$ cat config.mk
export PLATFORM = sky130hd
export DESIGN_NAME = quadratic_refine_limited_unit_flat
export DESIGN_NICKNAME = d
export VERILOG_FILES = /design/src/rtl/qrl_pkg.sv /design/src/rtl/qrl_in_if.sv /design/src/rtl/qrl_out_if.sv /design/src/rtl/qrl_cfg_if.sv /design/src/rtl/quadratic_refine_limited_unit.sv /design/src/flat_wrapper.sv
export SDC_FILE = /design/constraint.sdc
export NUM_CORES = 2
export LEC_CHECK = 0
export BUFFER_PORTS_ARGS = -buffer_cell sky130_fd_sc_hd__buf_2
export CORE_AREA = 2 2 437 439
export CTS_BUF_LIST = sky130_fd_sc_hd__clkbuf_4 sky130_fd_sc_hd__clkbuf_8
export CTS_CLUSTER_DIAMETER = 30
export DETAILED_ROUTE_END_ITERATION = 8
export DIE_AREA = 0 0 439 441
export PLACE_DENSITY_LB_ADDON = 0.05
export SLEW_MARGIN = 20
export SYNTH_ARGS = -nofsm -noshare
export SYNTH_HDL_FRONTEND = slang
export SYNTH_SLANG_ARGS = --single-unit
$ cat constraint.sdc
create_clock -name clk -period 39.6 [get_ports clk]
set_clock_uncertainty 0.1 [all_clocks]
set_input_delay 5.94 -clock clk [delete_from_list [all_inputs] [get_ports clk]]
set_output_delay 5.94 -clock clk [all_outputs]
set_load 0.02 [all_outputs]
$ cat src/rtl/qrl_pkg.sv
// Package for the quadratic refine unit: widths, reset values, register indexes.
package qrl_pkg;

  localparam int VALUE_WIDTH_DEF = 32;
  localparam int COEFF_WIDTH     = 16;
  localparam int COEFF_FRAC      = 12;
  localparam int CFG_INDEX_WIDTH = 1;
  localparam int PIPE_DEPTH      = 3;

  localparam logic [COEFF_WIDTH-1:0] MONO_COEFF_RESET = COEFF_WIDTH'(8192);

  typedef enum logic [CFG_INDEX_WIDTH-1:0] {
    CFG_MONO_COEFF = 1'b0,
    CFG_OPP_SIGN   = 1'b1
  } cfg_reg_t;

endpackage

$ cat src/rtl/qrl_in_if.sv
// Input channel: one coarse stencil per beat.
interface qrl_in_if #(
  parameter int VALUE_WIDTH = qrl_pkg::VALUE_WIDTH_DEF
);
  logic                          valid;
  logic                          ready;
  logic signed [VALUE_WIDTH-1:0] left_value;
  logic signed [VALUE_WIDTH-1:0] center_value;
  logic signed [VALUE_WIDTH-1:0] right_value;
  logic                          monotonic;

  modport source (output valid, left_value, center_value, right_value, monotonic,
                  input ready);
  modport sink (input valid, left_value, center_value, right_value, monotonic,
                output ready);
endinterface

$ cat src/rtl/qrl_out_if.sv
// Output channel: one pair of fine values per beat.
interface qrl_out_if #(
  parameter int VALUE_WIDTH = qrl_pkg::VALUE_WIDTH_DEF
);
  logic                          valid;
  logic                          ready;
  logic signed [VALUE_WIDTH-1:0] fine_low;
  logic signed [VALUE_WIDTH-1:0] fine_high;

  modport source (output valid, fine_low, fine_high, input ready);
  modport sink (input valid, fine_low, fine_high, output ready);
endinterface

$ cat src/rtl/qrl_cfg_if.sv
// Configuration write channel: register index and write data.
interface qrl_cfg_if;
  import qrl_pkg::*;

  logic                       valid;
  logic                       ready;
  logic [CFG_INDEX_WIDTH-1:0] index;
  logic [COEFF_WIDTH-1:0]     data;

  modport source (output valid, index, data, input ready);
  modport sink (input valid, index, data, output ready);
endinterface

$ cat src/rtl/quadratic_refine_limited_unit.sv
// Quadratic refine with slope limiter. Takes one beat per cycle when the output
// side keeps up; an accepted beat passes the input, product and result
// registers in turn before its result is valid. Three register stages (input,
// products, result) each advance whenever the next stage is free or moving, so
// a waiting result does not block new beats until all three stages are full.
// The stage after the input register holds the two limiter multiplies (step
// magnitude times coefficient); it sets the clock period. Config writes are
// always ready and take effect at once.
module quadratic_refine_limited_unit #(
  parameter int VALUE_WIDTH = qrl_pkg::VALUE_WIDTH_DEF
) (
  input  logic      clk,
  input  logic      rst,
  qrl_in_if.sink    samples,
  qrl_out_if.source results,
  qrl_cfg_if.sink   cfg
);
  import qrl_pkg::*;

  localparam int W  = VALUE_WIDTH;
  localparam int SW = W + 7;
  localparam int QW = W + 2;
  localparam int DW = W + 1;
  localparam int MW = DW + COEFF_WIDTH;
  localparam int RW = W + 6;

  localparam logic [MW:0] ROUND_HALF = (MW + 1)'(1) << (COEFF_FRAC + 1);
  localparam logic signed [RW-1:0] SAT_HI = RW'({1'b0, {(W - 1){1'b1}}});
  localparam logic signed [RW-1:0] SAT_LO =
    RW'(signed'({1'b1, {(W - 1){1'b0}}}));

  // config registers
  logic [COEFF_WIDTH-1:0] mono_coeff;
  logic                   opp_sign_zeroth;

  assign cfg.ready = 1'b1;

  always_ff @(posedge clk) begin
    if (rst) begin
      mono_coeff      <= MONO_COEFF_RESET;
      opp_sign_zeroth <= 1'b0;
    end else if (cfg.valid) begin
      unique case (cfg_reg_t'(cfg.index))
        CFG_MONO_COEFF: mono_coeff <= cfg.data;
        CFG_OPP_SIGN:   opp_sign_zeroth <= cfg.data[0];
      endcase
    end
  end

  // pipeline handshake
  logic v0, v1, v2;
  logic ready0, ready1, ready2;

  assign ready2        = !v2 || results.ready;
  assign ready1        = !v1 || ready2;
  assign ready0        = !v0 || ready1;
  assign samples.ready = ready0;

  // stage 0: input register
  logic signed [W-1:0] l0, c0, r0;
  logic                mono0;

  always_ff @(posedge clk) begin
    if (rst) begin
      v0 <= 1'b0;
    end else if (ready0) begin
      v0 <= samples.valid;
    end
  end

  always_ff @(posedge clk) begin
    if (ready0 && samples.valid) begin
      l0    <= samples.left_value;
      c0    <= samples.center_value;
      r0    <= samples.right_value;
      mono0 <= samples.monotonic;
    end
  end

  // stage 0 logic: quadratic sums, steps, products
  logic signed [SW-1:0] lx, cx, rx, sum_lo, sum_hi;
  logic signed [QW-1:0] q_lo, q_hi;
  logic signed [DW-1:0] ls, rs, drl;
  logic [DW-1:0]        ls_mag, rs_mag, drl_mag;
  logic [MW-1:0]        m_diff, m_l, m_r;
  logic                 same0, opp0;
  logic signed [W-1:0]  vmax0, vmin0;

  always_comb begin
    lx     = SW'(l0);
    cx     = SW'(c0);
    rx     = SW'(r0);
    sum_lo = lx * SW'(5) + cx * SW'(30) - rx * SW'(3) + SW'(16);
    sum_hi = rx * SW'(5) + cx * SW'(30) - lx * SW'(3) + SW'(16);
    q_lo   = QW'(sum_lo >>> 5);
    q_hi   = QW'(sum_hi >>> 5);

    ls      = DW'(c0) - DW'(l0);
    rs      = DW'(r0) - DW'(c0);
    drl     = DW'(r0) - DW'(l0);
    ls_mag  = ls[DW-1]  ? -ls  : ls;
    rs_mag  = rs[DW-1]  ? -rs  : rs;
    drl_mag = drl[DW-1] ? -drl : drl;

    m_diff = MW'(drl_mag) << (COEFF_FRAC - 1);
    m_l    = ls_mag * mono_coeff;
    m_r    = rs_mag * mono_coeff;

    same0 = (!ls[DW-1] && (|ls) && !rs[DW-1] && (|rs)) || (ls[DW-1] && rs[DW-1]);
    vmax0 = (l0 > r0) ? l0 : r0;
    vmin0 = (l0 > r0) ? r0 : l0;
    opp0  = opp_sign_zeroth &&
            ((l0[W-1] && !r0[W-1] && (|r0)) || (r0[W-1] && !l0[W-1] && (|l0)));
  end

  // stage 1: product register
  logic signed [W-1:0]  c1, vmax1, vmin1;
  logic signed [QW-1:0] qlo1, qhi1;
  logic [MW-1:0]        m_diff1, m_l1, m_r1;
  logic                 same1, lsneg1, mono1, opp1;

  always_ff @(posedge clk) begin
    if (rst) begin
      v1 <= 1'b0;
    end else if (ready1) begin
      v1 <= v0;
    end
  end

  always_ff @(posedge clk) begin
    if (ready1 && v0) begin
      c1      <= c0;
      vmax1   <= vmax0;
      vmin1   <= vmin0;
      qlo1    <= q_lo;
      qhi1    <= q_hi;
      m_diff1 <= m_diff;
      m_l1    <= m_l;
      m_r1    <= m_r;
      same1   <= same0;
      lsneg1  <= ls[DW-1];
      mono1   <= mono0;
      opp1    <= opp0;
    end
  end

  // stage 1 logic: limiter, selection, saturation
  logic                 out_of_range;
  logic [MW-1:0]        m_a, m_min;
  logic [MW:0]          s_full;
  logic signed [RW-1:0] slope, cx1, lim_lo, lim_hi, sel_lo, sel_hi;
  logic [W-1:0]         sat_lo, sat_hi;

  always_comb begin
    out_of_range = (qlo1 > QW'(vmax1)) || (qhi1 > QW'(vmax1)) ||
                   (qlo1 < QW'(vmin1)) || (qhi1 < QW'(vmin1));
    m_a    = (m_l1 < m_diff1) ? m_l1 : m_diff1;
    m_min  = (m_r1 < m_a) ? m_r1 : m_a;
    s_full = {1'b0, m_min} + ROUND_HALF;
    slope  = signed'(RW'(s_full >> (COEFF_FRAC + 2)));
    cx1    = RW'(c1);
    lim_lo = lsneg1 ? cx1 + slope : cx1 - slope;
    lim_hi = lsneg1 ? cx1 - slope : cx1 + slope;

    sel_lo = RW'(qlo1);
    sel_hi = RW'(qhi1);
    if (mono1) begin
      if (!same1) begin
        sel_lo = cx1;
        sel_hi = cx1;
      end else if (out_of_range) begin
        sel_lo = lim_lo;
        sel_hi = lim_hi;
      end
    end
    if (opp1) begin
      sel_lo = cx1;
      sel_hi = cx1;
    end

    if (sel_lo > SAT_HI) begin
      sat_lo = SAT_HI[W-1:0];
    end else if (sel_lo < SAT_LO) begin
      sat_lo = SAT_LO[W-1:0];
    end else begin
      sat_lo = sel_lo[W-1:0];
    end
    if (sel_hi > SAT_HI) begin
      sat_hi = SAT_HI[W-1:0];
    end else if (sel_hi < SAT_LO) begin
      sat_hi = SAT_LO[W-1:0];
    end else begin
      sat_hi = sel_hi[W-1:0];
    end
  end

  // stage 2: result register
  logic [W-1:0] f_lo2, f_hi2;

  always_ff @(posedge clk) begin
    if (rst) begin
      v2 <= 1'b0;
    end else if (ready2) begin
      v2 <= v1;
    end
  end

  always_ff @(posedge clk) begin
    if (ready2 && v1) begin
      f_lo2 <= sat_lo;
      f_hi2 <= sat_hi;
    end
  end

  assign results.valid     = v2;
  assign results.fine_low  = signed'(f_lo2);
  assign results.fine_high = signed'(f_hi2);

endmodule

$ cat src/flat_wrapper.sv
// flat-port wrapper written by rule: the top's interface ports become plain ports
module quadratic_refine_limited_unit_flat import qrl_pkg::*;
#(
  parameter int VALUE_WIDTH = qrl_pkg::VALUE_WIDTH_DEF
)
  (clk, rst, samples_valid, samples_left_value, samples_center_value, samples_right_value, samples_monotonic, samples_ready, results_valid, results_fine_low, results_fine_high, results_ready, cfg_valid, cfg_index, cfg_data, cfg_ready);
  qrl_in_if #(.VALUE_WIDTH(VALUE_WIDTH)) samples_i ();
  qrl_out_if #(.VALUE_WIDTH(VALUE_WIDTH)) results_i ();
  qrl_cfg_if cfg_i ();
  input  logic clk;
  input  logic rst;
  input wire logic [$bits(samples_i.valid)-1:0] samples_valid;
  input wire logic [$bits(samples_i.left_value)-1:0] samples_left_value;
  input wire logic [$bits(samples_i.center_value)-1:0] samples_center_value;
  input wire logic [$bits(samples_i.right_value)-1:0] samples_right_value;
  input wire logic [$bits(samples_i.monotonic)-1:0] samples_monotonic;
  output wire logic [$bits(samples_i.ready)-1:0] samples_ready;
  output wire logic [$bits(results_i.valid)-1:0] results_valid;
  output wire logic [$bits(results_i.fine_low)-1:0] results_fine_low;
  output wire logic [$bits(results_i.fine_high)-1:0] results_fine_high;
  input wire logic [$bits(results_i.ready)-1:0] results_ready;
  input wire logic [$bits(cfg_i.valid)-1:0] cfg_valid;
  input wire logic [$bits(cfg_i.index)-1:0] cfg_index;
  input wire logic [$bits(cfg_i.data)-1:0] cfg_data;
  output wire logic [$bits(cfg_i.ready)-1:0] cfg_ready;
  assign samples_i.valid = samples_valid;
  assign samples_i.left_value = samples_left_value;
  assign samples_i.center_value = samples_center_value;
  assign samples_i.right_value = samples_right_value;
  assign samples_i.monotonic = samples_monotonic;
  assign samples_ready = samples_i.ready;
  assign results_valid = results_i.valid;
  assign results_fine_low = results_i.fine_low;
  assign results_fine_high = results_i.fine_high;
  assign results_i.ready = results_ready;
  assign cfg_i.valid = cfg_valid;
  assign cfg_i.index = cfg_index;
  assign cfg_i.data = cfg_data;
  assign cfg_ready = cfg_i.ready;
  quadratic_refine_limited_unit #(.VALUE_WIDTH(VALUE_WIDTH)) u_core (.clk(clk), .rst(rst), .samples(samples_i), .results(results_i), .cfg(cfg_i));
endmodule
==> run metrics <==
outcome=finished clean; CTS Buf Count=roughly 150; Top Ports=186; Starting Density=44.8%; CP endpoint kind=register; share of layout cells above drive strength 1=under 10%; # fillers=18400; area of the core=roughly 0.19 mm²; hpwl dp=252000 µm; largest net degree at the start of global routing=72; via count=about 70000; area grow syn2layout=8.70%; total track usage=between 30% and 40%; Reg clk slew, reported paths=0.05 ns; initial drt markers=5864; hold buffers post-CTS=0; Fin Hold WS=0.355 ns; ys flop type=edfxtp_1; commonest non-fill, non-tap cell in the layout=inv_1; worst-case clock buffer depth=3; vias per inst=5.74; slowest cell delay on critical path=0.99 ns; Yosys warning count=0; Startpoint Class=register; H-tree Lvls=4; nets@finish=11800; CTS Sinks=480; post-synthesis simple-gate area fraction=14.8%; Worst Tran Pin Value=1.38 ns; die area=0.194 mm²; Post-Synth Adder-Cell Area=40.3%; combinational family with the most area after synthesis=adder cells; initial antenna violation count=40; Syn Std Cell Area=0.0848 mm²; final period utilization=35.5%; Max stage delay cell, worst path=and3_4; number of flops mapped to enable cells by yosys=460; DRC violations left=0; DRT Wirelength=307000 µm; Post-Route Setup TNS=0 ns; drt pass-1 iters=5; CP max FO=between 70 and 80; sequential area share after synthesis=16.8%; ANT nets after route=0; IO buf count=184; Max-Slew Margin vs Limit=between 5 and 6%; Die W=approximately 440 µm; Tmin final=14.05 ns; Clk Latency, worst-skew pair=0.91 ns; Most common cell on crit path=ha_1; mux cell area share after synthesis=about 2.0%; commonest cells after routing, fill and taps aside=inv_1 (1325), ha_1 (1123), nand2_1 (1120), fa_1 (1006), a21oi_1 (491); Storage cell area=0.0142 mm²; # resized after CTS=0; vias in the first global route=between 60000 and 70000; grt ovf=0; flops & latches, synth=480; TritonCTS clock tree=built; Compound-Gate Fraction of Synth Area=between 10 and 15%; max-slew violation count=0; Worst Path Required=40.21 ns; area of the multi-input gates=around 0.064 mm²; top cell type by total area after synthesis=fa_1; top-area cell type share of the netlist area=between 20% and 30%; GP Congestion=0.981; Mapped Avg Cell Area=9.06 µm²; Synth async-reset ratio=0%; r2r setup slk=25.55 ns; critical path arrival=14.66 ns; Final Hold Viols=0; Hold Crit Class=reg2reg; setup violators final=0; RSZ-0062 raised after global routing=no; root buffer cell=clkbuf_8; first-pass GRT wire length=452000 µm; ranking of synthesized cells by area=fa_1 (24%), ha_1 (17%), edfxtp_1 (16%); Die H=approximately 440 µm; # Post-CTS Setup Buffers=0; fmax=~71 MHz; Cells after Synth=around 9400; Row Count=160; routed len/inst=25.3 µm; critical path class=reg2reg; post-synthesis xor/xnor area fraction=roughly 5.8%; distinct cell type count after synthesis=around 110; Max Cap Viol=0
[worst max-delay path, delay by kind of cell, from the launching register on]
family,cells,cell delay [ns]
simple gates,15,4.16
compound gates,18,5.63
xor+xnor,1,0.17
buf+inv,2,0.76
flops,1,0.38
fa+ha+maj,4,1.45
mux,3,1.18
[through the flow]
stage | instances | util (%) | setup WS (ns) | area, µm²
floorplan | 9358 | - | 10.55 | 84800
global placement | 11900 | 46.9 | 25.39 | 88800
detailed placement | 11900 | 46.9 | 25.63 | 88800
CTS | 12100 | 48.7 | 25.55 | 92100
global route | 12100 | 48.7 | 24.66 | 92100
finish | 12100 | 48.7 | 25.55 | 92100
[area by class of cell]
class / instances / share of cell area (%)
inverters: 1328 / 5.41
clock inverters: 98 / 1.28
clock buffers: 162 / 2.30
multi-input cells: 7225 / 69.9
flip-flops and latches: 480 / 15.5
well taps: 2511 / 3.41
repair buffers: 331 / 2.22
diodes: 6 / 0.0163
[cell usage after synthesis (153+ instances only)]
cell type	count
ha_1	1123
clkbuf_1	278
edfxtp_1	460
a21o_1	194
xnor2_1	392
nor2_1	429
fa_1	1006
xor2_1	163
nand3_1	153
o21ai_0	361
nand2_1	1120
inv_1	1325
a21oi_1	492
and2_1	264
[kinds of logic (layout without fill, tap and decap cells)]
kind of cell | count (synthesis) | after routing
multiplexers | 164 | 164
flip-flops | 480 | 480
adder cells (fa/ha/maj) | 2129 | 2129
XOR/XNOR | 557 | 557
other | 1 | 12
AO/OA/AOI/OAI | 1722 | 1722
buffers and inverters | 1653 | 1919
AND/OR/NAND/NOR | 2647 | 2647
[layer usage]
metal	vias to the layer above	share of wire, %	global-route usage (%)
met4	6	3.0	8.96
met5	-	0.014	0
met3	368	6.4	3.15
met1	35100	46	46.7
met2	2334	44	49.1
li1	31800	-	-
[path summary, 6_finish.rpt]
check | from | endpoint | cells past startpoint
max | u_core.m_l1[12] | u_core.results.fine_low[16] | 43
min | u_core.mono_coeff[3] | u_core.mono_coeff[3] | 2
max reg2reg | u_core.m_l1[12] | u_core.results.fine_low[16] | 43
min reg2reg | u_core.mono_coeff[3] | u_core.mono_coeff[3] | 2
[registers in the layout, indices dropped and copies added (netlist names), 16 cells and up]
signal and cells:
u_core.c0 32, u_core.c1 32, u_core.l0 32, u_core.m_diff1 33, u_core.m_l1 49, u_core.m_r1 49, u_core.mono_coeff 16, u_core.qhi1 34
u_core.qlo1 34, u_core.r0 32, u_core.results.fine_high 32, u_core.results.fine_low 32, u_core.vmax1 32, u_core.vmin1 32
Power is left out: the tool's default activity adds up to more than one toggle a clock period on the data nets, which glitch-free logic cannot reach.
